File: config.mk
export PLATFORM = sky130hd
export DESIGN_NAME = foc_ctrl
export DESIGN_NICKNAME = d
export VERILOG_FILES = /design/src/hdl/foc_pkg.sv /design/src/hdl/foc_ctrl.sv
export SDC_FILE = /design/constraint.sdc
export NUM_CORES = 1
export LEC_CHECK = 0
export ABC_CLOCK_PERIOD_IN_PS = 2050
export BUFFER_PORTS_ARGS = -buffer_cell sky130_fd_sc_hd__buf_2
export CAP_MARGIN = 25
export CORE_AREA = 2 2 39 41
export DETAILED_ROUTE_END_ITERATION = 10
export DIE_AREA = 0 0 41 43
export GPL_ROUTABILITY_DRIVEN = 0
export PLACE_DENSITY = 0.72
export SLEW_MARGIN = 10
export SYNTH_ARGS = -nofsm -noshare
export SYNTH_HDL_FRONTEND = slang
export SYNTH_SLANG_ARGS = --single-unit
File: constraint.sdc
create_clock -name clk_i -period 2.05 [get_ports clk_i]
set_clock_uncertainty 0.1 [all_clocks]
set_input_delay 0.41 -clock clk_i [delete_from_list [all_inputs] [get_ports clk_i]]
set_output_delay 0.41 -clock clk_i [all_outputs]
set_load 0.1 [all_outputs]
File: src/hdl/foc_pkg.sv
// Shared types and constants for the FOC current loop.
package foc_pkg;

  localparam int DW = 16;        // current/voltage data width
  localparam int TW = 16;        // trig width
  localparam int ACCW = 48;      // accumulator width
  localparam int IW = 27;        // integrator width

  localparam logic [2:0] REG_ID_REF = 3'd0;
  localparam logic [2:0] REG_IQ_REF = 3'd1;
  localparam logic [2:0] REG_KP     = 3'd2;
  localparam logic [2:0] REG_KI     = 3'd3;
  localparam logic [2:0] REG_LIMIT  = 3'd4;

  localparam logic signed [17:0] K_TWO_THIRDS_HALF = 18'sd21845;
  localparam logic signed [17:0] K_INV_SQRT3       = 18'sd37837;
  localparam logic signed [17:0] K_SQRT3_HALF      = 18'sd56756;
  localparam logic signed [17:0] K_NEG_HALF        = -18'sd32768;

  // Datapath command: operand selects and accumulator action.
  typedef enum logic [4:0] {
    OP_NONE,
    OP_ALPHA,     // acc = (2a-b-c)*k
    OP_RND16_A,   // alpha = rnd16(acc)
    OP_BETA,      // acc = (b-c)*k
    OP_RND16_B,   // beta = rnd16(acc)
    OP_ID0, OP_ID1, OP_ID_END,
    OP_IQ0, OP_IQ1, OP_IQ_END,
    OP_KI_D, OP_INT_D, OP_KP_D, OP_VD_END,
    OP_KI_Q, OP_INT_Q, OP_KP_Q, OP_VQ_END,
    OP_VAL0, OP_VAL1, OP_VAL_END,
    OP_VBE0, OP_VBE1, OP_VBE_END,
    OP_VB0, OP_VB1, OP_VB_END,
    OP_VC0, OP_VC1, OP_VC_END
  } dp_op_e;

  typedef struct packed {
    dp_op_e op;
    logic   load;      // capture input beat
    logic   out_load;  // move results to output register
  } dp_cmd_t;

  function automatic logic signed [DW-1:0] sat_dw(input logic signed [ACCW-1:0] x);
    logic signed [ACCW-1:0] hi;
    logic signed [ACCW-1:0] lo;
    hi = ACCW'((64'sd1 <<< (DW - 1)) - 1);
    lo = -hi - ACCW'(1);
    if (x > hi) return DW'(hi);
    if (x < lo) return DW'(lo);
    return DW'(x);
  endfunction

  function automatic logic signed [ACCW-1:0] rnd_sh(input logic signed [ACCW-1:0] x,
                                                   input int n);
    logic signed [ACCW-1:0] y;
    y = x + (ACCW'(1) <<< (n - 1));
    return y >>> n;
  endfunction

endpackage

File: src/hdl/foc_ctrl.sv
// Sequencer of the FOC current loop: steps the datapath through one item.
module foc_ctrl (
  input  logic             clk_i,
  input  logic             rst_ni,
  input  logic             in_valid_i,
  output logic             in_ready_o,
  output logic             out_valid_o,
  input  logic             out_ready_i,
  output foc_pkg::dp_cmd_t cmd_o
);
  import foc_pkg::*;

  typedef enum logic [2:0] {
    ST_IDLE = 3'b001,
    ST_RUN  = 3'b010,
    ST_DONE = 3'b100
  } state_e;

  state_e state_q, state_d;
  dp_op_e op_q, op_d;
  logic   ov_q, ov_d;

  assign in_ready_o  = (state_q == ST_IDLE);
  assign out_valid_o = ov_q;

  always_comb begin
    state_d = state_q;
    op_d    = op_q;
    ov_d    = ov_q;
    cmd_o.op       = OP_NONE;
    cmd_o.load     = 1'b0;
    cmd_o.out_load = 1'b0;
    if (ov_q && out_ready_i) ov_d = 1'b0;
    case (state_q)
      ST_IDLE: if (in_valid_i) begin
        cmd_o.load = 1'b1;
        op_d = OP_ALPHA;
        state_d = ST_RUN;
      end
      ST_RUN: begin
        cmd_o.op = op_q;
        if (op_q == OP_VC_END) state_d = ST_DONE;
        else op_d = dp_op_e'(op_q + 5'd1);
      end
      ST_DONE: if (!ov_q || out_ready_i) begin
        cmd_o.out_load = 1'b1;
        ov_d = 1'b1;
        state_d = ST_IDLE;
      end
      default: state_d = ST_IDLE;
    endcase
  end

  always_ff @(posedge clk_i or negedge rst_ni) begin
    if (!rst_ni) begin
      state_q <= ST_IDLE;
      op_q    <= OP_NONE;
      ov_q    <= 1'b0;
    end else begin
      state_q <= state_d;
      op_q    <= op_d;
      ov_q    <= ov_d;
    end
  end

endmodule

# Word-level counts from Yosys, hierarchy flattened
# Index checks and enable logic that the tools add are counted.
[word_totals] out_inout_bits=9 regBits=9
[op_classes] eq_ne=8 add_sub_neg=1 n_reduce_logical=6 mux=15
[ops] operator="2-to-1 mux 5 bit" count=3
[ops] operator="one-hot mux 5 bit (2 select lines)" count=1
[ops] operator="2-to-1 mux 3 bit" count=3
[ops] operator="one-hot mux 3 bit (3 select lines)" count=1
[ops] operator="inequality test 2 bit, second input constant" count=4
[ops] operator="2-to-1 mux 1 bit" count=7
[ops] operator="AND reduction 3 bit" count=2
[ops] operator="adder 5 x 1 -> 5 bit, second input constant" count=1
[ops] operator="equality test 5 bit, second input constant" count=1
[ops] operator="equality test 3 x 1 -> 1 bit, second input constant" count=1
[ops] operator="equality test 3 x 2 -> 1 bit, second input constant" count=1
[ops] operator="equality test 3 bit, second input constant" count=1
[ops] operator="nonzero test 2 bit" count=1
[ops] operator="logical AND 1 bit" count=1
[ops] operator="zero test 1 bit" count=1
[ops] operator="logical OR 1 bit" count=1

# Depth between registers and ports, before layout
[depth] ltp_word=4 ltp_mapped=6 ltp_nobuf=6

# Worst setup path before layout
# No wires, ideal clock.
[synth_timing] path_type="register to output" start="register state_q[0]" end="output cmd_o[1] in the netlist's numbering" path_slack_ps=-1189 required_time_ps=1540 arrival_ps=2729 stages_incl_launch_ff=4 cell_sequence="dfstp_2 -> nor3b_2 -> nand2_1 -> inv_1"
[synth_rtl] element="start, declared" line="foc_ctrl.sv:19" text="state_e state_q, state_d;"
[synth_rtl] element="start signal, assigned" line="foc_ctrl.sv:60" text="state_q <= state_d;"
[synth_rtl] element="end, declared" line="foc_ctrl.sv:9" text="output foc_pkg::dp_cmd_t cmd_o"

==> impl_results.md <==
- Outcome: finished, final reports clean
- Setup ws final: 0.0605 ns
- Unrepaired setup endpoints after global routing: true
- Placed Cells: 91
- CP Data Required Time: 1.54 ns
- Congestion Overflow GR: 0
- PD cells: 1250 nW/µm²
- Tcrit/Tclk final: a little over nine tenths
- Crit. End Element: primary output
- Startpoint Class: register
- DIE AREA: around 1800 µm²
- Worst Path Buf+Inv: 1
- First-pass GRT wire length: 2150 µm
- Deepest clock path buffer count: 2
- Worst Tran Pin Value: roughly 0.48 ns
- Cell area after synthesis: around 570 µm²
- Peak fanout along the critical path: 7
- Max-cap violations: 0
- Detailed Route WL: about 1300 µm
- Clk_lat worst skew: approximately 0.27 ns
- Mapped Avg Cell Area: approximately 9.5 µm²
- Worst hold path class: in2reg
- Diodes inserted: 0
- CTS Sinks: 9
- Synth Register Bits: 9
- Syn Inst Count: 60
- WL per Instance: 13.5 µm
- Count of final setup violators: 0
- DRT Pass-1 Iters: 4
- Leakage: 0.366 nW
- Relative slew slack: approximately two thirds
- Largest net degree at the start of global routing: 10
- Arrival time worst endpoint: roughly 1.5 ns
- Layout Cells excl Fill: 96
- Drt via density: about 5.6
- Die W: 41 µm
- Post-DP HPWL: between 900 and 1000 µm
- Critical path type: reg2out
- Delay-heaviest family, CP: simple AND/OR/NAND/NOR gates
- Depth of the CTS H-tree: 1
- Slowest Stage Delay on Critical Path: between 0.4 and 0.5 ns
- Commonest non-fill, non-tap cell in the layout: buf_12
- Crit-path cells: or3b_1, nor2_4, buf_12
- Clk root buf: clkbuf_4
- Distinct cell type count after synthesis: 29
- Initial Utilization: 41.1%
- IO Pins: 13
- CTS tree: yes
- Syn_nets: 66
- I/O Buffers: 12
- Hold WS: 0.381 ns
- Max IR drop VDD: around 0.96 mV
- Vias in the first global route: around 510
- Final #Nets: 87
- Most frequent cells in the layout: buf_12, nand2_1, dfrtp_1, a21oi_1
- Number of post-CTS setup repair buffers: 0
- Power, Total: ~1.1 mW
- Clock Pin Slew Worst Setup and Hold Paths: approximately 0.070 ns
- Max Slew Vio Count: 0
- 1st-iter DRT viols: 11
- Die height: 43 µm
- Antenna violations before repair: 0
- Slowest-stage cell, CP: dfrtp_2
- Hold Vio Cnt, Final: 0
- Maximum clock frequency: 503 MHz
- Row count: 14
- DRT antenna net count: 0
- Num CTS Buffers: 3
- Area growth syn-to-layout: 52.7%
- Core footprint: about 1400 µm²
- Fillers: roughly 110
- Vias: 535
- Register area share after synthesis: between 30% and 40%
- Final Critical Period: slightly below 2 ns
- Remaining DRCs: 0
- DP Worst Slack: around 0.26 ns
- GRT Overall Usage: ~18%
- Synth warn: 0
- Ratio of cells with drive above 1 in the final layout: a little over two fifths
-- cell usage after synthesis --
library cell	n	area (µm²)
o21ai_0	1	5.00
nor3b_2	2	25.0
dfrtp_1	8	200
or4b_4	1	13.8
a21oi_1	5	25.0
or2_1	1	6.26
o311ai_1	1	8.76
a21boi_2	1	11.3
o21ai_1	1	5.00
ha_1	2	25.0
and4b_1	1	10.0
a32oi_1	1	8.76
a21o_1	2	15.0
and2_1	4	25.0
inv_1	2	7.51
a21oi_2	1	8.76
o211ai_1	1	7.51
o221ai_1	1	8.76
nand4_1	2	12.5
nand3b_1	1	7.51
a311oi_1	1	8.76
or3b_1	2	17.5
nor2_1	5	18.8
a21boi_1	1	7.51
nand2b_1	2	12.5
dfstp_2	1	26.3
nand2_1	7	26.3
o21ai_2	1	8.76
nor2b_1	1	6.26
-- report_power, final --
| group | total, mW | internal, mW | leakage, nW | switching, mW |
|---|---|---|---|---|
| clock network | 0.143 | 0.0753 | 0.0150 | 0.0678 |
| registers | 0.294 | 0.226 | 0.113 | 0.0680 |
| logic | 0.648 | 0.264 | 0.239 | 0.383 |
| total | 1.08 | 0.565 | 0.366 | 0.519 |
-- cell type report --
class / instances / area, µm² / area share [%]
repair buffers: 16 / 213 / 24.5
well taps: 16 / 20.0 / 2.30
clock buffers: 4 / 26.3 / 3.02
flip-flops and latches: 9 / 229 / 26.3
inverters: 2 / 11.3 / 1.29
multi-input cells: 49 / 370 / 42.6
-- metal layers --
layer	up-vias	track usage (%)	wire length (µm)
met1	251	23.9	575
li1	262	-	-
met2	18	27.2	628
met5	-	0	0
met4	0	10.0	30
met3	4	3.14	64
-- logic make-up (layout without fill, tap and decap cells) --
group                    after synthesis  in the layout  synth area share (%)
AND/OR/NAND/NOR                       29             29                  31.9
AO/OA/AOI/OAI                         18             18                  22.6
buffers and inverters                  2             22                  1.32
flip-flops                             9              9                  39.8
adder cells (fa/ha/maj)                2              2                  4.39
-- metrics by stage --
stage | cell area (µm²) | utilization (%) | setup TNS (ns)
after detailed placement | 825 | 59.6 | 0
after global routing | 870 | 62.8 | -0.00891
after global placement | 825 | 59.6 | 0
after CTS | 868 | 62.7 | 0
after floorplan | 602 | - | -0.897
final | 870 | 62.8 | 0
-- worst min-delay path, cell delays in order --
cell and delay [ns]:
buf_2 0.11, nand2_2 0.08, clkinvlp_4 0.10, nor2_1 0.05
-- flip-flops by register name, indices dropped and copies added (netlist names) --
name and flops:
op_q 5, out_valid_o 1, state_q 3
-- final timing paths --
path	slack [ns]	startpoint	endpoint	depth (start not counted)
setup / recovery	0.06	state_q[2]	cmd_o[2]	3
hold / removal	0.38	in_valid_i	state_q[0]	4
setup reg to reg	0.32	state_q[0]	op_q[2]	4
hold reg to reg	0.47	state_q[0]	state_q[0]	2
max in group asynchronous	1.18	rst_ni	state_q[0]	2
min in group asynchronous	0.42	rst_ni	op_q[3]	2
-- repair_timing --
action,4_1_cts,5_1_grt
hold endpoints to repair,8,0
hold buffers,1,0
endpoints found under the setup margin,4,3
resized for setup,2,1
Note: power is estimated with default switching activity, not from simulation.
